## src/esfp_pkg.sv

```systemverilog
`timescale 1ns / 1ps

package esfp_pkg;

    // Parser phases, one-hot
    typedef enum logic [4:0] {
        PH_HEADER = 5'b00001,
        PH_COLOR  = 5'b00010,
        PH_SCOUNT = 5'b00100,
        PH_STITCH = 5'b01000,
        PH_DRAIN  = 5'b10000
    } t_phase;

    typedef enum logic [2:0] {
        KIND_HEADER = 3'd0,
        KIND_COLOR  = 3'd1,
        KIND_COUNT  = 3'd2,
        KIND_STITCH = 3'd3,
        KIND_END    = 3'd4
    } t_kind;

    typedef enum logic [1:0] {
        MODE_NORMAL = 2'd0,
        MODE_STOP   = 2'd1,
        MODE_TRIM   = 2'd2
    } t_mode;

    // Byte positions inside header, color entry and stitch record
    localparam logic [3:0] HDR_VERSION = 4'd0;
    localparam logic [3:0] HDR_HOOP    = 4'd1;
    localparam logic [3:0] HDR_CNT_LO  = 4'd2;
    localparam logic [3:0] COL_RED     = 4'd0;
    localparam logic [3:0] COL_GREEN   = 4'd1;
    localparam logic [3:0] COL_BLUE    = 4'd2;
    localparam logic [3:0] CNT_LO      = 4'd0;
    localparam logic [3:0] ST_X0       = 4'd1;
    localparam logic [3:0] ST_X1       = 4'd2;
    localparam logic [3:0] ST_X2       = 4'd3;
    localparam logic [3:0] ST_Y0       = 4'd5;
    localparam logic [3:0] ST_Y1       = 4'd6;
    localparam logic [3:0] ST_Y2       = 4'd7;
    localparam logic [3:0] ST_FLAGS    = 4'd8;

    localparam int FLAG_STOP_BIT = 0;
    localparam int FLAG_TRIM_BIT = 2;

    localparam int TDATA_W = 112;
    localparam int TUSER_W = 3;
    localparam int QUEUE_DEPTH = 3;

    typedef struct packed {
        logic       valid;
        logic [7:0] data_byte;
        logic       end_of_input;
    } t_in_item;

    typedef struct packed {
        t_kind              record_kind;
        logic [7:0]         version;
        logic [7:0]         hoop_size;
        logic [15:0]        item_count;
        logic [7:0]         red;
        logic [7:0]         green;
        logic [7:0]         blue;
        logic signed [23:0] x_pos;
        logic signed [23:0] y_pos;
        t_mode              stitch_mode;
        logic               colors_all_zero;
        logic               last;
    } t_rec;

    typedef struct packed {
        logic a_valid;
        logic b_valid;
        t_rec a;
        t_rec b;
    } t_push;

endpackage

```

## src/esfp_in_reg.sv

```systemverilog
`timescale 1ns / 1ps

module esfp_in_reg
    import esfp_pkg::*;
(
    input  logic       i_clk,
    input  logic       i_rst_n,
    input  logic       i_valid,
    input  logic [7:0] i_data_byte,
    input  logic       i_end_of_input,
    output logic       o_ready,
    input  logic       i_take,
    output t_in_item   o_item
);

    logic       r_valid;
    logic [7:0] r_data_byte;
    logic       r_eoi;

    // free when empty or when the held byte is consumed this cycle
    assign o_ready = !r_valid || i_take;

    always_ff @(posedge i_clk) begin
        if (!i_rst_n) begin
            r_valid <= 1'b0;
        end else if (o_ready) begin
            r_valid <= i_valid;
        end
    end

    always_ff @(posedge i_clk) begin
        if (i_valid && o_ready) begin
            r_data_byte <= i_data_byte;
            r_eoi       <= i_end_of_input;
        end
    end

    assign o_item = '{valid: r_valid, data_byte: r_data_byte, end_of_input: r_eoi};

endmodule

```

## src/esfp_parser.sv

```systemverilog
`timescale 1ns / 1ps

module esfp_parser
    import esfp_pkg::*;
(
    input  logic     i_clk,
    input  logic     i_rst_n,
    input  t_in_item i_item,
    input  logic     i_room,
    output logic     o_fire,
    output t_push    o_push
);

    t_phase      r_phase,   n_phase;
    logic [3:0]  r_bir,     n_bir;
    logic [15:0] r_items,   n_items;
    logic [7:0]  r_cnt_lo,  n_cnt_lo;
    logic [7:0]  r_version, n_version;
    logic [7:0]  r_hoop,    n_hoop;
    logic [15:0] r_color,   n_color;
    logic [23:0] r_x,       n_x;
    logic [15:0] r_y,       n_y;
    logic        r_all_zero, n_all_zero;

    logic [7:0]  b;
    logic [15:0] cnt;
    logic [15:0] items_dec;
    t_rec        rec_a, rec_b, end_rec;
    logic        have_a, have_b;

    assign o_fire    = i_item.valid && i_room;
    assign b         = i_item.data_byte;
    assign cnt       = {b, r_cnt_lo};
    assign items_dec = r_items - 16'd1;

    always_comb begin
        n_phase    = r_phase;
        n_bir      = r_bir;
        n_items    = r_items;
        n_cnt_lo   = r_cnt_lo;
        n_version  = r_version;
        n_hoop     = r_hoop;
        n_color    = r_color;
        n_x        = r_x;
        n_y        = r_y;
        n_all_zero = r_all_zero;
        rec_a      = '0;
        rec_b      = '0;
        end_rec    = '0;
        end_rec.record_kind = KIND_END;
        have_a     = 1'b0;
        have_b     = 1'b0;

        case (r_phase)
            PH_HEADER: begin
                case (r_bir)
                    HDR_VERSION: begin
                        n_version = b;
                        n_bir     = 4'd1;
                    end
                    HDR_HOOP: begin
                        n_hoop = b;
                        n_bir  = 4'd2;
                    end
                    HDR_CNT_LO: begin
                        n_cnt_lo = b;
                        n_bir    = 4'd3;
                    end
                    default: begin
                        have_a            = 1'b1;
                        rec_a.record_kind = KIND_HEADER;
                        rec_a.version     = r_version;
                        rec_a.hoop_size   = r_hoop;
                        rec_a.item_count  = cnt;
                        n_items           = cnt;
                        n_bir             = 4'd0;
                        n_phase           = (cnt != 16'd0) ? PH_COLOR : PH_SCOUNT;
                    end
                endcase
            end
            PH_COLOR: begin
                case (r_bir)
                    COL_RED: begin
                        n_color = {8'd0, b};
                        n_bir   = 4'd1;
                    end
                    COL_GREEN: begin
                        n_color = {b, r_color[7:0]};
                        n_bir   = 4'd2;
                    end
                    COL_BLUE: begin
                        have_a            = 1'b1;
                        rec_a.record_kind = KIND_COLOR;
                        rec_a.red         = r_color[7:0];
                        rec_a.green       = r_color[15:8];
                        rec_a.blue        = b;
                        if (r_color != 16'd0 || b != 8'd0) begin
                            n_all_zero = 1'b0;
                        end
                        n_bir = 4'd3;
                    end
                    default: begin
                        // pad byte closes the entry
                        n_items = items_dec;
                        n_bir   = 4'd0;
                        if (items_dec == 16'd0) begin
                            n_phase = PH_SCOUNT;
                        end
                    end
                endcase
            end
            PH_SCOUNT: begin
                if (r_bir == CNT_LO) begin
                    n_cnt_lo = b;
                    n_bir    = 4'd1;
                end else begin
                    have_a                = 1'b1;
                    rec_a.record_kind     = KIND_COUNT;
                    rec_a.item_count      = cnt;
                    rec_a.colors_all_zero = r_all_zero;
                    n_items               = cnt;
                    n_bir                 = 4'd0;
                    if (cnt == 16'd0) begin
                        have_b  = 1'b1;
                        rec_b   = end_rec;
                        n_phase = PH_DRAIN;
                    end else begin
                        n_phase = PH_STITCH;
                    end
                end
            end
            PH_STITCH: begin
                case (r_bir)
                    ST_X0:   n_x      = {16'd0, b};
                    ST_X1:   n_x      = {8'd0, b, r_x[7:0]};
                    ST_X2:   n_x      = {b, r_x[15:0]};
                    ST_Y0:   n_y      = {8'd0, b};
                    ST_Y1:   n_y      = {b, r_y[7:0]};
                    ST_Y2:   n_cnt_lo = b;
                    default: ;
                endcase
                if (r_bir < ST_FLAGS) begin
                    n_bir = r_bir + 4'd1;
                end else begin
                    have_a            = 1'b1;
                    rec_a.record_kind = KIND_STITCH;
                    rec_a.x_pos       = r_x;
                    rec_a.y_pos       = {r_cnt_lo, r_y};
                    if (b[FLAG_STOP_BIT]) begin
                        rec_a.stitch_mode = MODE_STOP;
                    end else if (b[FLAG_TRIM_BIT]) begin
                        rec_a.stitch_mode = MODE_TRIM;
                    end else begin
                        rec_a.stitch_mode = MODE_NORMAL;
                    end
                    n_items = items_dec;
                    n_bir   = 4'd0;
                    if (items_dec == 16'd0) begin
                        have_b  = 1'b1;
                        rec_b   = end_rec;
                        n_phase = PH_DRAIN;
                    end
                end
            end
            default: ;
        endcase

        if (i_item.end_of_input) begin
            // truncated file: close it with an end record
            if (n_phase != PH_DRAIN) begin
                if (have_a) begin
                    have_b = 1'b1;
                    rec_b  = end_rec;
                end else begin
                    have_a = 1'b1;
                    rec_a  = end_rec;
                end
            end
            n_phase    = PH_HEADER;
            n_bir      = 4'd0;
            n_items    = 16'd0;
            n_cnt_lo   = 8'd0;
            n_version  = 8'd0;
            n_hoop     = 8'd0;
            n_color    = 16'd0;
            n_x        = 24'd0;
            n_y        = 16'd0;
            n_all_zero = 1'b1;
        end

        rec_a.last = !have_b;
        rec_b.last = 1'b1;
    end

    always_ff @(posedge i_clk) begin
        if (!i_rst_n) begin
            r_phase    <= PH_HEADER;
            r_bir      <= 4'd0;
            r_items    <= 16'd0;
            r_cnt_lo   <= 8'd0;
            r_version  <= 8'd0;
            r_hoop     <= 8'd0;
            r_color    <= 16'd0;
            r_x        <= 24'd0;
            r_y        <= 16'd0;
            r_all_zero <= 1'b1;
        end else if (o_fire) begin
            r_phase    <= n_phase;
            r_bir      <= n_bir;
            r_items    <= n_items;
            r_cnt_lo   <= n_cnt_lo;
            r_version  <= n_version;
            r_hoop     <= n_hoop;
            r_color    <= n_color;
            r_x        <= n_x;
            r_y        <= n_y;
            r_all_zero <= n_all_zero;
        end
    end

    assign o_push = '{a_valid: o_fire && have_a, b_valid: o_fire && have_b,
                      a: rec_a, b: rec_b};

endmodule

```

## src/esfp_out_queue.sv

```systemverilog
`timescale 1ns / 1ps

module esfp_out_queue
    import esfp_pkg::*;
(
    input  logic  i_clk,
    input  logic  i_rst_n,
    input  t_push i_push,
    output logic  o_room,
    output logic  o_valid,
    input  logic  i_ready,
    output t_rec  o_rec
);

    t_rec       r_slot [QUEUE_DEPTH];
    t_rec       n_slot [QUEUE_DEPTH];
    logic [1:0] r_cnt, n_cnt;
    logic [1:0] cnt_after;
    logic       pop;

    assign o_valid   = (r_cnt != 2'd0);
    assign o_rec     = r_slot[0];
    assign pop       = o_valid && i_ready;
    // two free slots guaranteed whatever the sink does this cycle
    assign o_room    = (r_cnt <= 2'd1);
    assign cnt_after = r_cnt - {1'b0, pop};

    always_comb begin
        for (int i = 0; i < QUEUE_DEPTH; i++) begin
            if (pop && i < QUEUE_DEPTH - 1) begin
                n_slot[i] = r_slot[i + 1];
            end else begin
                n_slot[i] = r_slot[i];
            end
            if (i_push.a_valid && cnt_after == 2'(i)) begin
                n_slot[i] = i_push.a;
            end
            if (i_push.b_valid && cnt_after + 2'd1 == 2'(i)) begin
                n_slot[i] = i_push.b;
            end
        end
        n_cnt = cnt_after + {1'b0, i_push.a_valid} + {1'b0, i_push.b_valid};
    end

    always_ff @(posedge i_clk) begin
        if (!i_rst_n) begin
            r_cnt <= 2'd0;
        end else begin
            r_cnt <= n_cnt;
        end
    end

    always_ff @(posedge i_clk) begin
        for (int i = 0; i < QUEUE_DEPTH; i++) begin
            r_slot[i] <= n_slot[i];
        end
    end

endmodule

```

## src/embroidery_stitch_file_parser_top.sv

```systemverilog
`timescale 1ns / 1ps

// Byte-stream parser for PCD/PCS style stitch files. Feed the file one byte per
// transfer on the slave side, with tlast on its final byte. The master side
// carries one record per transfer: a header (version, hoop code, color count),
// one thread color per palette entry, a stitch count with an all-black flag,
// one record per stitch (signed 24-bit X/Y in tenths of a millimetre plus a
// normal/stop/trim mode), and an end record after the last stitch, after a zero
// stitch count or on a truncated file. After the end record, bytes are dropped
// until tlast, and the next byte starts a new file. tlast on the master side
// marks the final record caused by one input byte. A byte waits in the input
// register until the parser takes it, and its records are registered into a
// three-entry output queue whose head drives the master side. The slave side
// takes one byte per cycle while the sink keeps up; a byte that yields two
// records (count plus end, last stitch plus end, or a truncation) holds off the
// next byte until the single-record-per-cycle output port drains the queue.
module embroidery_stitch_file_parser_top
    import esfp_pkg::*;
(
    input  logic               i_clk,
    input  logic               i_rst_n,
    // slave side
    input  logic               i_s_tvalid,
    output logic               o_s_tready,
    input  logic [7:0]         i_s_tdata,   // [7:0] data_byte
    input  logic               i_s_tlast,   // end_of_input
    // master side
    output logic               o_m_tvalid,
    input  logic               i_m_tready,
    output logic [TDATA_W-1:0] o_m_tdata,   // version, hoop_size, item_count, red,
                                            // green, blue, x_pos, y_pos,
                                            // stitch_mode, colors_all_zero, 5'b0
    output logic [TUSER_W-1:0] o_m_tuser,   // record_kind
    output logic               o_m_tlast    // last record for this byte
);

    t_in_item w_item;
    t_push    w_push;
    t_rec     w_rec;
    logic     w_room;
    logic     w_fire;

    // Input register: holds one byte until the parser can take it
    esfp_in_reg u_in_reg (
        .i_clk          (i_clk),
        .i_rst_n        (i_rst_n),
        .i_valid        (i_s_tvalid),
        .i_data_byte    (i_s_tdata),
        .i_end_of_input (i_s_tlast),
        .o_ready        (o_s_tready),
        .i_take         (w_fire),
        .o_item         (w_item)
    );

    // Parser: advance the file state and build up to two records per byte
    esfp_parser u_parser (
        .i_clk   (i_clk),
        .i_rst_n (i_rst_n),
        .i_item  (w_item),
        .i_room  (w_room),
        .o_fire  (w_fire),
        .o_push  (w_push)
    );

    // Output queue: registers records and parts parser from the sink
    esfp_out_queue u_out_queue (
        .i_clk   (i_clk),
        .i_rst_n (i_rst_n),
        .i_push  (w_push),
        .o_room  (w_room),
        .o_valid (o_m_tvalid),
        .i_ready (i_m_tready),
        .o_rec   (w_rec)
    );

    assign o_m_tdata = {5'd0, w_rec.colors_all_zero, w_rec.stitch_mode, w_rec.y_pos,
                        w_rec.x_pos, w_rec.blue, w_rec.green, w_rec.red,
                        w_rec.item_count, w_rec.hoop_size, w_rec.version};
    assign o_m_tuser = w_rec.record_kind;
    assign o_m_tlast = w_rec.last;

`ifndef NO_ASSERTIONS
    // a second record never goes out without a first one
    assert property (@(posedge i_clk) disable iff (!i_rst_n)
        w_push.b_valid |-> w_push.a_valid)
        else $error("second record pushed without first");

    // records are produced only from a held byte with queue room
    assert property (@(posedge i_clk) disable iff (!i_rst_n)
        (w_push.a_valid || w_push.b_valid) |-> (w_item.valid && w_room))
        else $error("record pushed without a byte or without room");

    // an end record always closes the records of its byte
    assert property (@(posedge i_clk) disable iff (!i_rst_n)
        (o_m_tvalid && o_m_tuser == KIND_END) |-> o_m_tlast)
        else $error("end record not marked last");

    // hold a stalled record unchanged until the sink takes it
    assert property (@(posedge i_clk) disable iff (!i_rst_n)
        (o_m_tvalid && !i_m_tready) |=> (o_m_tvalid && $stable(o_m_tdata) &&
                                         $stable(o_m_tuser) && $stable(o_m_tlast)))
        else $error("stalled record changed");
`endif

endmodule
```

## config.mk

```make
export PLATFORM = sky130hd
export DESIGN_NAME = embroidery_stitch_file_parser_top
export DESIGN_NICKNAME = d
export VERILOG_FILES = /design/src/esfp_pkg.sv /design/src/esfp_in_reg.sv /design/src/esfp_parser.sv /design/src/esfp_out_queue.sv /design/src/embroidery_stitch_file_parser_top.sv
export SDC_FILE = /design/constraint.sdc
export NUM_CORES = 1
export LEC_CHECK = 0
export BUFFER_PORTS_ARGS = -buffer_cell sky130_fd_sc_hd__buf_4
export CAP_MARGIN = 30
export CORE_MARGIN = 2
export CORE_UTILIZATION = 47
export CTS_BUF_LIST = sky130_fd_sc_hd__clkbuf_4 sky130_fd_sc_hd__clkbuf_8
export CTS_CLUSTER_SIZE = 12
export DETAILED_ROUTE_END_ITERATION = 8
export GPL_TIMING_DRIVEN = 0
export PLACE_DENSITY = 0.64
export SETUP_SLACK_MARGIN = 0.5
export SYNTH_ARGS = -nofsm -noshare
export SYNTH_HDL_FRONTEND = slang
export SYNTH_SLANG_ARGS = --single-unit
```

## constraint.sdc

```tcl
create_clock -name i_clk -period 3.9 [get_ports i_clk]
set_input_delay 0.585 -clock i_clk [delete_from_list [all_inputs] [get_ports i_clk]]
set_output_delay 0.585 -clock i_clk [all_outputs]
set_load 0.05 [all_outputs]
```

**Word-level counts from Yosys, hierarchy flattened**

Memories as Yosys holds them, arrays and structs flattened.
Index checks and enable logic that the tools add are counted.

- Word-level logic and storage cells: 201
- Flip-flop bits (word level): 118
- Bits in writable memories: 333
- Memories: 1
- Output and inout port bits: 118
- Bits of input ports: 13

- Add/subtract/negate cells: 6
- Reductions and logical operators: 54
- Magnitude comparators: 2
- Equality and inequality tests: 26
- Muxes and demuxes: 94

Memories:

| name | depth | width | rd ports | clocked after memory_dff | wr ports | line | RTL |
|---|---|---|---|---|---|---|---|
| u_out_queue.r_slot | 3 | 111 | 3 | 0 | 3 | esfp_out_queue.sv:15 | `t_rec r_slot [QUEUE_DEPTH];` |

Operators with widths:

| operator | count |
|---|---|
| 2-to-1 mux 111 bit | 18 |
| case mux 111 bit (2 select lines) | 1 |
| 2-to-1 mux 16 bit | 11 |
| 2-to-1 mux 50 bit | 2 |
| 2-to-1 mux 24 bit | 4 |
| case mux 16 bit (2 select lines) | 3 |
| 2-to-1 mux 8 bit | 9 |
| case mux 24 bit (3 select lines) | 1 |
| case mux 16 bit (4 select lines) | 1 |
| 2-to-1 mux 5 bit | 8 |
| logical NOT 16 bit | 2 |
| 2-to-1 mux 32 bit | 1 |
| nonzero test 16 bit | 2 |
| case mux 8 bit (3 select lines) | 1 |
| 2-to-1 mux 1 bit | 21 |
| case mux 5 bit (4 select lines) | 1 |
| nonzero test 2 bit | 9 |
| AND reduction 4 bit | 4 |
| subtractor 16 x 1 -> 16 bit (second input constant) | 1 |
| inequality test 3 bit (second input constant) | 5 |
| AND reduction 3 bit | 5 |
| == test 4 x 3 -> 1 bit (second input constant) | 3 |
| case mux 3 bit (4 select lines) | 1 |
| case mux 4 bit (3 select lines) | 1 |
| 37 further kinds | 67 |

**Longest topological paths before layout**

Gate-level depths: netlist (run 1).

- Depth after elaboration: 12
- Depth in mapped cells: 15
- Depth with buffers taken out: 13

**Modules after synthesis**

From an unflattened synthesis (run 1), not the netlist that was laid out.

- Cells, all modules: 2382
- Area, all modules: 24836.3 um^2

Modules (own cells, without submodules):

| module | cells an instance | times used | seq. area each (um^2) | area each (um^2) |
|---|---|---|---|---|
| esfp_out_queue | 1396 | 1 | 10039.6 | 17072.6 |
| esfp_parser | 964 | 1 | 2122.0 | 7379.6 |
| esfp_in_reg | 16 | 1 | 290.3 | 342.8 |
| embroidery_stitch_file_parser_top | 6 | 1 | 0.0 | 41.3 |

**Worst setup path after synthesis (run 1)**

OpenSTA, ideal clock, no wires.

- Path kind: register to register
- Start: register, netlist name u_out_queue.r_cnt[1]
- End: memory u_out_queue.r_slot[0][221] (netlist bit) (enable)
- Library setup time: 0.275 ns
- Arrival time: 3.512 ns
- Setup slack: 0.113 ns
- Period minus slack after synthesis: 3.787 ns
- Stages on the path, launching flop included: 15
- Data required time: 3.625 ns
- Path buffers: 6
- Cells stage by stage: dfxtp_1 -> or2_2 -> clkbuf_1 -> nand2_1 -> inv_1 -> clkbuf_1 -> clkbuf_1 -> ha_1 -> clkbuf_1 -> nand2b_1 -> o22ai_2 -> o21ai_4 -> buf_2 -> buf_2 -> nand3_1

RTL lines:

| what | line |
|---|---|
| end: declaration | esfp_out_queue.sv:15 |

==> qor.tcl, run 1 <==
set qor(nets) 2598
set qor(synth-compound-area-share) 0.2317
set qor(setup_slack_ns) 0.5645
set qor(use_met2) 0.4496
set qor(numClockSinks) 451
set qor(synth_top_family_by_area) {compound AO/OA/AOI/OAI gates}
set qor(grt_pass1_vias) 17860
set qor(clock_latency_ns) 0.67
set qor(yosys.area_share.adder) 0.004990
set qor(worst_hold_path_depth) 1
set qor(cts_hold_fix_bufs) 0
set qor(cap_violations) 0
set qor(synth_top_cells_by_area) {sky130_fd_sc_hd__dfxtp_1 (41%), sky130_fd_sc_hd__mux2i_1 (11%), sky130_fd_sc_hd__a21oi_1 (8.1%), sky130_fd_sc_hd__a211oi_2 (7.1%), sky130_fd_sc_hd__buf_4 (4.2%)}
set qor(dr.pass1.iters) 5
set qor(synth_top_area_share) 0.4075
set qor(timing_hold_violations_final) 0
set qor(tritoncts.num_buffers) 78
set qor(worst_slew_pin_slew_ns) 1.024
set qor(die-area_um2) 47610
set qor(preCtsSetupSlack_ns) -0.9380
set qor(multiInputGateArea_um2) 10710
set qor(max_clock_freq_ghz) 0.2998
set qor(synthesis.area_per_instance_um2) 9.193
set qor(start_kind) {flip-flop}
set qor(synthCells) 2346
set qor(drt-wirelength-per-cell_um) 20.35
set qor(via_count) 18240
set qor(dominant_cell_type_by_area_after_synthesis) {sky130_fd_sc_hd__dfxtp_1}
set qor(timing.critical_path.required_ns) 4.25
set qor(drt_iter0_markers) 1114
set qor(drc_errors) 0
set qor(core_area_um2) 45380
set qor(grt_first_pass_wirelength_um) 101400
set qor(layout-drive-gt1-share) 0.2644
set qor(synth_edf_count) 12
set qor(layout-area-overhead-vs-synth_pct) 19.11
set qor(antenna_violations_before_repair) 1
set qor(post_synth_instance_area_um2) 21570
set qor(hold_path.startpoint) {i_s_tdata[1]}
set qor(floorplan.die.width_um) 218.2
set qor(clockRootBuffer) {sky130_fd_sc_hd__clkbuf_8}
set qor(fin_crit_ns) 3.335
set qor(gpl.final_weighted_congestion) 0.9595
set qor(ys.flop_type) {sky130_fd_sc_hd__dfxtp_1}
set qor(pwr_dens_nw_per_um2) 692.5
set qor(grt_max_degree) 11
set qor(global_route.usage.met3) 0.04342
set qor(peak_ir_drop_on_the_vdd_network_uv) 468.7
set qor(groute.usage.overall) 0.2732
set qor(n_fill_cell) 4156
set qor(synthTopCellsByCount) {sky130_fd_sc_hd__dfxtp_1 (439), sky130_fd_sc_hd__a21oi_1 (349), sky130_fd_sc_hd__mux2i_1 (245)}
set qor(reg2regPathDepth) 14
set qor(min-delay-path-class) {in -> reg}
set qor(hold-path-endpoint) {u_in_reg.r_data_byte[1]}
set qor(dp_hpwl_um) 46630
set qor(global_route.usage.met1) 0.3503
set qor(grt_busiest_layer) {met2}
set qor(criticalPathCategory) {reg -> reg}
set qor(sequential_cell_area_um2) 9153
set qor(critical_path_peak_fanout) 10
set qor(grt_setup_unrepaired) {true}
set qor(rr_endpoint) {u_out_queue.r_slot[0][110]}
set qor(finalSetupTns_ns) 0
set qor(clock_tree.buffer_depth) 3
set qor(maxSlewViolCount) 0
set qor(fin_area_um2) 25690
set qor(synth.most_common_cell) {sky130_fd_sc_hd__dfxtp_1}
set qor(buffers_on_ports) 124
set qor(clk_transition_reported_paths_ns) 0.07
set qor(synth_seq_area_share) 0.4242
set qor(start_util) 0.4752
set qor(run_status) {finished clean}
set qor(std_cell_rows) 78
set qor(skew_ns) 0.05067
set qor(final_min_period_over_clock_period) 0.8552
set qor(detailed_place.area_um2) 23330
set qor(cts_tree) {yes}
set qor(postSynth.asyncResetShare) 0
set qor(cts_htree_levels) 3
set qor(ant_nets) 0
set qor(distinct_cell_type_count_after_synthesis) 71
set qor(post_synth_xor_area_fraction) 0.004874
set qor(vertical_die_dimension_um) 218.2
set qor(viasPerCell) 5.635
set qor(setup.worst_path.end_class) {flip-flop}
set qor(synth_simple_gate_area_frac) 0.1295
set qor(yosys_warnings) 0
set qor(overflow) 0
set qor(drt_wl_total_um) 65880
set qor(synth.mux.area_fraction) 0.1137
set qor(pleak_nw) 10.14
set qor(r2r_start) {u_parser.r_bir[0]}
set qor(io_pins) 131
set qor(power_mw) 17.79
set qor(timing.slew.headroom) 0.3176
set qor(ys_seq_elements) 451
set qor(setup-violations-final) 0
set qor(worstPathArrival_ns) 3.69
set qor(ff2ff_setup_slack_ns) 0.56
## worst max-delay path, cell delays in order (launching register included)
cell	delay [ns]
sky130_fd_sc_hd__dfxtp_2	0.35
sky130_fd_sc_hd__inv_1	0.11
sky130_fd_sc_hd__ha_2	0.23
sky130_fd_sc_hd__or3b_1	0.34
sky130_fd_sc_hd__clkbuf_2	0.17
sky130_fd_sc_hd__nor3b_4	0.20
sky130_fd_sc_hd__or2_1	0.23
sky130_fd_sc_hd__buf_2	0.17
sky130_fd_sc_hd__nor3_4	0.19
sky130_fd_sc_hd__o22ai_2	0.15
sky130_fd_sc_hd__o21bai_4	0.18
sky130_fd_sc_hd__buf_12	0.15
sky130_fd_sc_hd__buf_8	0.22
sky130_fd_sc_hd__buf_6	0.20
sky130_fd_sc_hd__nand3_1	0.10
## placed cells by master (no fill, tap or decap), types with 7 or more instances in the layout
cell type                   Yosys  layout
sky130_fd_sc_hd__nand2_1      170     169
sky130_fd_sc_hd__nand3_1      141     139
sky130_fd_sc_hd__buf_4        121     262
sky130_fd_sc_hd__o21ai_0       23      23
sky130_fd_sc_hd__a21boi_0      25      25
sky130_fd_sc_hd__a211oi_2     122     128
sky130_fd_sc_hd__a22oi_1       27      27
sky130_fd_sc_hd__mux2i_1      245     245
sky130_fd_sc_hd__clkbuf_2       0      14
sky130_fd_sc_hd__buf_2         93      49
sky130_fd_sc_hd__buf_12         0       7
sky130_fd_sc_hd__buf_8          0       7
sky130_fd_sc_hd__nor2b_1       80      80
sky130_fd_sc_hd__nor2_1        59      55
sky130_fd_sc_hd__nor4_1        17      13
sky130_fd_sc_hd__and2_1        15      15
sky130_fd_sc_hd__edfxtp_1      12      12
sky130_fd_sc_hd__buf_1         15      15
sky130_fd_sc_hd__a211oi_1     103      95
sky130_fd_sc_hd__clkinv_2       0       8
sky130_fd_sc_hd__a21oi_1      349     349
sky130_fd_sc_hd__buf_6          2      12
sky130_fd_sc_hd__a2111oi_0      9       9
sky130_fd_sc_hd__inv_1         17      16
sky130_fd_sc_hd__nor3_1        29      28
sky130_fd_sc_hd__clkbuf_1     118      99
sky130_fd_sc_hd__clkbuf_4       0      55
sky130_fd_sc_hd__clkbuf_8       0     101
sky130_fd_sc_hd__dfxtp_1      439     436
## how the worst max path moves through the flow
stage,startpoint,endpoint,slack (ns),cells after the start
3_3_place_gp,u_out_queue.r_cnt[1],u_out_queue.r_slot[0][51],-1.43,14
2_1_floorplan,u_out_queue.r_cnt[1],u_out_queue.r_slot[0][221],0.52,14
4_1_cts,u_out_queue.r_cnt[1],u_out_queue.r_slot[0][315],0.42,14
6_report,u_parser.r_bir[0],u_out_queue.r_slot[0][110],0.56,14
3_5_place_dp,u_out_queue.r_cnt[1],u_out_queue.r_slot[0][110],-0.94,14
5_1_grt,u_parser.r_items[0],u_out_queue.r_slot[0][312],0.43,15
## cell families after synthesis
group | count (synthesis)
AO/OA/AOI/OAI | 701
XOR/XNOR | 12
adder cells (fa/ha/maj) | 8
buffers and inverters | 366
flip-flops | 451
multiplexers | 245
other | 1
AND/OR/NAND/NOR | 562
## layer usage
metal,vias up,part of all wire
met5,-,0
met4,0,0.038
met3,126,0.053
met2,501,0.47
met1,8795,0.43
li1,8818,-
## per-stage QoR
stage | utilization | hold WS [ns] | std cells
after floorplan | - | 0.4179 | 2350
after global placement | 0.5128 | 0.4417 | 3074
after detailed placement | 0.5141 | 0.4467 | 3079
after CTS | 0.5583 | 0.05379 | 3230
after global routing | 0.5660 | 0.07138 | 3236
final | 0.5660 | 0.09555 | 3237
## sequential cells by signal, summed over array words and instances (netlist names), 4 cells and up
name,cells
u_out_queue.r_slot,333
u_parser.r_x,24
u_parser.r_color,16
u_parser.r_items,16
u_parser.r_y,16
u_in_reg.r_data_byte,8
u_parser.r_cnt_lo,8
u_parser.r_hoop,8
u_parser.r_version,8
u_parser.r_phase,5
u_parser.r_bir,4
## power breakdown
group	internal, mW	switching, mW
Combinational	2.97	3.96
Sequential	5.67	0.590
Clock	2.63	1.98
## area by class of cell
type / count / area share
clock inverter: 13 / 0.003994
antenna: 1 / 0.00009742
buffer: 349 / 0.08393
clock buffer: 126 / 0.06143
inverter: 17 / 0.002484
timing repair buffer: 147 / 0.04555
multi-input combinational: 1533 / 0.4170
tap: 600 / 0.02923
sequential: 451 / 0.3563
## what timing repair did
item                                    4_1_cts  5_1_grt
endpoints found under the setup margin      339      350
pin swaps                                     9       11
gates resized for setup                      59       97
endpoints found under the hold margin         0        0
cloned                                        1        0
setup buffers                                11        6
Power figures use the tool's default switching activity.
==> run 2: changes to the inputs <==
- PLACE_DENSITY: 0.64 -> unset
- PLACE_DENSITY_LB_ADDON: unset -> 0.12
==> run 2 against run 1 <==
Effect of this change: worst hold slack improved by 0.0034 ns; critical path type unchanged; clock-buffer cell count down 3; sequential share of layout area shrank 0.20 points; power decreased by 0.69%; largest power group unchanged; critical endpoint unchanged.
==> qor.tcl, run 2 (synthesis gave the netlist of run 1 again) <==
set qor(start_kind) {flip-flop}
set qor(power.switching_fraction) 0.3695 ;# +0.002509
set qor(share_comb_of_total_power) 0.396 ;# +0.007
set qor(clock_latency_ns) 0.67 ;# about the same
set qor(antenna_violations_before_repair) 2 ;# +1
set qor(floorplan.die.width_um) 218.2 ;# unchanged
set qor(pwr_dens_nw_per_um2) 684.1 ;# -1.2%
set qor(mostFrequentLayoutCells) {sky130_fd_sc_hd__dfxtp_1 (437), sky130_fd_sc_hd__a21oi_1 (348), sky130_fd_sc_hd__buf_4 (284)}
set qor(die-area_um2) 47610 ;# unchanged
set qor(core_area_um2) 45380 ;# unchanged
set qor(n_fill_cell) 4166 ;# +0.24%
set qor(dp_hpwl_um) 47460 ;# +1.8%
set qor(drc_errors) 0 ;# unchanged
set qor(grt_max_degree) 11 ;# unchanged
set qor(critical_path_peak_fanout) 10 ;# unchanged
set qor(place_inst) 3078 ;# -0.032%
set qor(drt_iter0_markers) 1259 ;# +13%
set qor(critical_path.max_stage_delay_ns) 0.37 ;# +0.02 ns
set qor(skew_ns) 0.03032 ;# -0.02035 ns
set qor(cell_internal_pwr_mw) 11.14 ;# -1.1%
set qor(nets) 2607 ;# +0.35%
set qor(layout-drive-gt1-share) 0.2709 ;# +0.006520
set qor(buffers_on_ports) 124 ;# unchanged
set qor(viasPerCell) 5.680 ;# +0.80%
set qor(cap_violations) 0 ;# unchanged
set qor(clk_transition_reported_paths_ns) 0.06 ;# about the same
set qor(timing_hold_violations_final) 0 ;# unchanged
set qor(top_register) {u_out_queue.r_slot}
set qor(fin_crit_ns) 3.398 ;# +0.06233 ns
set qor(final_core_util) 0.5691 ;# +0.003060
set qor(drt_wl_total_um) 67920 ;# +3.1%
set qor(antenna_cells) 0 ;# -1
set qor(setup-violations-final) 0 ;# unchanged
set qor(clockRootBuffer) {sky130_fd_sc_hd__clkbuf_8}
set qor(io_pins) 131 ;# unchanged
set qor(cts_tree) {yes}
set qor(gpl.final_weighted_congestion) 0.9664 ;# +0.72%
set qor(start_util) 0.4752 ;# unchanged
set qor(commonest_non_fill_non_tap_cell_in_the_layout) {sky130_fd_sc_hd__dfxtp_1}
set qor(vertical_die_dimension_um) 218.2 ;# unchanged
set qor(cp_cell_sequence) {inv_2 > ha_4 > or3b_1 > clkbuf_2 > nor3b_4 > or2_1 > buf_2 > nor3_4 > o22ai_4 > o21bai_4 > buf_12 > buf_12 > buf_8 > nand3_1}
set qor(std_cell_rows) 78 ;# unchanged
set qor(clock_tree.buffer_depth) 3 ;# unchanged
set qor(max_clock_freq_ghz) 0.2943 ;# -1.8%
set qor(layout-area-overhead-vs-synth_pct) 19.75
set qor(pleak_nw) 10.20 ;# +0.56%
set qor(peak_ir_drop_on_the_vdd_network_uv) 536.4 ;# +14%
set qor(cts_htree_levels) 3 ;# unchanged
set qor(criticalPathCategory) {reg -> reg}
set qor(clk_pwr_share) 0.250 ;# -0.009
set qor(run_status) {finished clean}
set qor(groute.usage.overall) 0.2814 ;# +0.008272
set qor(worst_slew_pin_slew_ns) 1.015 ;# -0.008120 ns
set qor(tritoncts.num_buffers) 78 ;# unchanged
set qor(power_frac_seq) 0.354 ;# +0.002
set qor(final_min_period_over_clock_period) 0.8712 ;# +0.01598
set qor(dr.pass1.iters) 5 ;# unchanged
set qor(via_count) 18400 ;# +0.87%
set qor(multiInputGateArea_um2) 10790 ;# +0.71%
set qor(min-delay-path-class) {in -> reg}
set qor(grt_first_pass_wirelength_um) 103500 ;# +2.1%
set qor(setup.worst_path.end_class) {flip-flop}
set qor(grt_pass1_vias) 17720 ;# -0.77%
set qor(numClockSinks) 451 ;# unchanged
set qor(drt-wirelength-per-cell_um) 20.97 ;# +3.0%
set qor(timing.critical_path.required_ns) 4.25 ;# about the same
set qor(setup_slack_ns) 0.5022 ;# -0.06233 ns
set qor(sequential_cell_area_um2) 9151 ;# about the same
set qor(overflow) 0 ;# unchanged
set qor(grt_setup_unrepaired) {true}
set qor(largest_registers) {u_out_queue.r_slot: 333 flops, u_parser.r_x: 24 flops}
set qor(timing.slew.headroom) 0.3231 ;# +0.005413
set qor(preCtsSetupSlack_ns) -1.054 ;# -0.1160 ns
set qor(critical_path_s_most_frequent_cell) {sky130_fd_sc_hd__buf_12}
set qor(number_of_flip_flops_under_the_largest_register_name) 333 ;# unchanged
set qor(ant_nets) 0 ;# unchanged
set qor(crit_slowest_cell) {sky130_fd_sc_hd__dfxtp_1}
set qor(maxSlewViolCount) 0 ;# unchanged
set qor(worstPathArrival_ns) 3.75 ;# +0.06 ns
set qor(power_switching_mw) 6.528 ;# about the same
set qor(finish.cell_count_without_fillers) 3239 ;# +0.062%
==> run 2: cell count changes in the layout (fill, tap and decap cells not counted), moves of 8 or more <==
cell,delta
sky130_fd_sc_hd__a211oi_1,-9
sky130_fd_sc_hd__a211oi_2,+8
sky130_fd_sc_hd__buf_4,+22
sky130_fd_sc_hd__clkbuf_4,-9
==> run 2: repair_timing <==
item / CTS / global route
pin swaps: 7 / 17
cloned: 1 / 1
resized for setup: 81 / 125
setup endpoints to repair: 339 / 352
hold buffers: 0 / 0
buffers inserted: 14 / 11
==> run 2: cell type report <==
type                            count  share of cell area
Clock buffer                      123             0.05877
Timing Repair Buffer              156             0.05039
Tap cell                          600             0.02907
Multi-Input combinational cell   1533              0.4177
Clock inverter                     10            0.002374
Buffer                            349             0.08488
Sequential cell                   451              0.3544
Inverter                           17            0.002471
==> run 2: per-layer routing <==
| metal | wire length [µm] | track usage | vias up |
|---|---|---|---|
| li1 | - | - | 8822 |
| met1 | 29920 | 0.3677 | 8894 |
| met2 | 32000 | 0.4606 | 543 |
| met3 | 3478 | 0.03730 | 139 |
| met4 | 2525 | 0.1327 | 0 |
| met5 | 0 | 0 | - |
==> run 2: worst paths after layout <==
| path | start | endpoint | slack [ns] | cells past startpoint |
|---|---|---|---|---|
| min reg2reg | u_out_queue.r_slot[0][246] | u_out_queue.r_slot[0][246] | 0.46 | 2 |
| max | u_parser.r_bir[0] | u_out_queue.r_slot[0][110] | 0.50 | 14 |
| max reg2reg | u_parser.r_bir[0] | u_out_queue.r_slot[0][110] | 0.50 | 14 |
| min | i_s_tdata[0] | u_in_reg.r_data_byte[0] | 0.1 | 1 |
==> run 2: power by group through the flow <==
stage / sequential, mW / combinational [mW] / clock [mW]
finish: 6.25 / 7.00 / 4.42
global route: 6.35 / 7.41 / 4.69
CTS: 6.25 / 6.90 / 4.48
detailed placement: 6.34 / 6.80 / 0
global placement: 6.33 / 6.71 / 0
floorplan: 6.14 / 5.36 / 0
==> run 2: worst max-delay path, delay by kind of cell (launching register included) <==
family / cells / cell delay, ns
buf+inv: 6 / 0.98
simple gates: 5 / 1.20
flops: 1 / 0.37
fa+ha+maj: 1 / 0.17
compound gates: 2 / 0.31
==> run 2: per-stage QoR <==
step	power [mW]	instance area, µm²	hold slack (ns)	TNS, ns
after floorplan	11.50	21590	0.4179	0
after global placement	13.04	23270	0.4440	-359.80
after detailed placement	13.14	23340	0.4484	-205.90
after CTS	17.64	25350	0.06126	0
after global routing	18.45	25820	0.07878	0
final	17.67	25820	0.09890	0
==> run 3: changes to the inputs <==
- RECOVER_POWER: unset -> 100
==> run 3 against run 2 <==
Effect of this change: sequential cell count stayed put; critical path type unchanged; utilization is 1.6 points lower; largest power group unchanged; worst hold slack better by 0.028 ns.
==> qor.tcl, run 3 (synthesis gave the netlist of run 1 again) <==
set qor(run_status) {finished clean}
set qor(groute.usage.overall) 0.2814 ;# unchanged
set qor(layout-area-overhead-vs-synth_pct) 16.36
set qor(critical_path.max_stage_delay_ns) 0.59 ;# +0.22 ns
set qor(viasPerCell) 5.681 ;# about the same
set qor(start_util) 0.4752 ;# unchanged
set qor(grt_max_degree) 11 ;# unchanged
set qor(cts_tree) {yes}
set qor(dp_hpwl_um) 47460 ;# unchanged
set qor(overflow) 0 ;# unchanged
set qor(cap_violations) 0 ;# unchanged
set qor(timing_hold_violations_final) 0 ;# unchanged
set qor(grt_pass1_vias) 17720 ;# unchanged
set qor(n_fill_cell) 4328 ;# +3.9%
set qor(layout-drive-gt1-share) 0.2050 ;# -0.06593
set qor(std_cell_rows) 78 ;# unchanged
set qor(cell_type_group_with_the_largest_total_delay_on_the_critical_path) {simple AND/OR/NAND/NOR gates}
set qor(ant_nets) 0 ;# unchanged
set qor(top_register) {u_out_queue.r_slot}
set qor(number_of_flip_flops_under_the_largest_register_name) 333 ;# unchanged
set qor(vertical_die_dimension_um) 218.2 ;# unchanged
set qor(tritoncts.num_buffers) 78 ;# unchanged
set qor(timing.slew.headroom) 0.1834 ;# -0.1396
set qor(criticalPathCategory) {reg -> reg}
set qor(setup.worst_path.end_class) {flip-flop}
set qor(cts_hold_fix_bufs) 0 ;# unchanged
set qor(clock_tree.buffer_depth) 3 ;# unchanged
set qor(multiInputGateArea_um2) 10490 ;# -2.8%
set qor(timing.critical_path.required_ns) 4.26 ;# about the same
set qor(via_count) 18410 ;# +0.038%
set qor(fin_crit_ns) 3.545 ;# +0.1472 ns
set qor(worst_slew_pin_slew_ns) 1.212 ;# +0.1966 ns
set qor(drt-wirelength-per-cell_um) 21.02 ;# +0.24%
set qor(sequential_cell_area_um2) 9151 ;# unchanged
set qor(critical_path_peak_fanout) 11 ;# +1
set qor(grt_setup_unrepaired) {true}
set qor(nets) 2607 ;# unchanged
set qor(dr.pass1.iters) 6 ;# +1
set qor(buffers_on_ports) 124 ;# unchanged
set qor(grt_first_pass_wirelength_um) 103500 ;# unchanged
set qor(core_area_um2) 45380 ;# unchanged
set qor(crit_slowest_cell) {sky130_fd_sc_hd__or4b_4}
set qor(pwr_dens_nw_per_um2) 678.1 ;# -0.87%
set qor(final_core_util) 0.5530 ;# -0.01610
set qor(cp_cell_sequence) {clkbuf_1 > or4b_4 > nor4b_1 > o41ai_1 > o211a_1 > o22ai_1 > o21ai_4 > buf_12 > buf_12 > buf_4 > nand2_1 > o211ai_1}
set qor(drc_errors) 0 ;# unchanged
set qor(detailed_place.area_um2) 23340 ;# unchanged
set qor(start_kind) {flip-flop}
set qor(min-delay-path-class) {in -> reg}
set qor(largest_registers) {u_out_queue.r_slot: 333 flops, u_parser.r_x: 24 flops}
set qor(io_pins) 131 ;# unchanged
set qor(floorplan.die.width_um) 218.2 ;# unchanged
set qor(maxSlewViolCount) 0 ;# unchanged
set qor(die-area_um2) 47610 ;# unchanged
set qor(power_mw) 17.02 ;# -3.7%
set qor(finalSetupTns_ns) 0 ;# unchanged
set qor(mostFrequentLayoutCells) {sky130_fd_sc_hd__dfxtp_1 (437), sky130_fd_sc_hd__a21oi_1 (349), sky130_fd_sc_hd__mux2i_1 (245)}
set qor(cts_htree_levels) 3 ;# unchanged
set qor(skew_ns) 0.02469 ;# -0.005626 ns
set qor(clockRootBuffer) {sky130_fd_sc_hd__clkbuf_8}
set qor(max_clock_freq_ghz) 0.2821 ;# -4.2%
set qor(peak_ir_drop_on_the_vdd_network_uv) 494.1 ;# -7.9%
set qor(worstPathArrival_ns) 3.91 ;# +0.16 ns
set qor(fin_area_um2) 25090 ;# -2.8%
set qor(antenna_violations_before_repair) 1 ;# -1
set qor(setup-violations-final) 0 ;# unchanged
set qor(clk_transition_reported_paths_ns) 0.07 ;# about the same
set qor(pleak_nw) 9.636 ;# -5.5%
set qor(critical_path_s_most_frequent_cell) {sky130_fd_sc_hd__buf_12}
set qor(commonest_non_fill_non_tap_cell_in_the_layout) {sky130_fd_sc_hd__dfxtp_1}
set qor(final_min_period_over_clock_period) 0.9090 ;# +0.03774
set qor(clock_latency_ns) 0.66 ;# about the same
set qor(critPathBufInv) 4 ;# -2
set qor(drt_wl_total_um) 68110 ;# +0.27%
set qor(numClockSinks) 451 ;# unchanged
set qor(gpl.final_weighted_congestion) 0.9664 ;# unchanged
set qor(drt_iter0_markers) 1335 ;# +6.0%
## run 3: final cells by class
class | instances | share of cell area
buffer | 349 | 0.08721
timing repair buffer | 156 | 0.03480
clock inverter | 10 | 0.002443
tap | 600 | 0.02992
clock buffer | 123 | 0.06048
multi-input combinational | 1533 | 0.4178
antenna | 1 | 0.00009972
sequential | 451 | 0.3647
inverter | 17 | 0.002543
## run 3: final timing paths
kind | slack, ns | depth (start not counted) | from | end
setup / recovery | 0.35 | 12 | u_parser.r_phase[0] | u_out_queue.r_slot[0][221]
hold reg to reg | 0.45 | 2 | u_out_queue.r_slot[0][246] | u_out_queue.r_slot[0][246]
setup reg to reg | 0.35 | 12 | u_parser.r_phase[0] | u_out_queue.r_slot[0][221]
hold / removal | 0.13 | 1 | i_s_tdata[0] | u_in_reg.r_data_byte[0]
## run 3: routing by layer
metal | GRT usage | vias to the layer above | part of all wire
met5 | 0 | - | 0
met4 | 0.1327 | 0 | 0.036
met3 | 0.03730 | 129 | 0.055
met2 | 0.4606 | 533 | 0.47
met1 | 0.3677 | 8913 | 0.44
li1 | - | 8830 | -
## run 3: repair_timing
item                       4_1_cts  5_1_grt
cloned                           1        1
pin swaps                        7       17
setup endpoints to repair      339      352
gates resized for setup         81      125
setup buffers                   14       11
## run 3: through the flow
step / std cells / hold slack, ns / worst slack (ns)
6_report: 3240 / 0.1266 / 0.3550
3_5_place_dp: 3078 / 0.4484 / -1.054
3_3_place_gp: 3074 / 0.4440 / -1.507
2_1_floorplan: 2350 / 0.4179 / 0.5152
5_1_grt: 3239 / 0.1051 / 0.2389
4_1_cts: 3226 / 0.06126 / 0.4732
## run 3: where the power goes
group          internal (mW)  switching, mW  total, mW
sequential              5.67          0.582       6.25
combinational           2.43           3.93       6.36
clock                   2.46           1.95       4.41
total                   10.6           6.46       17.0
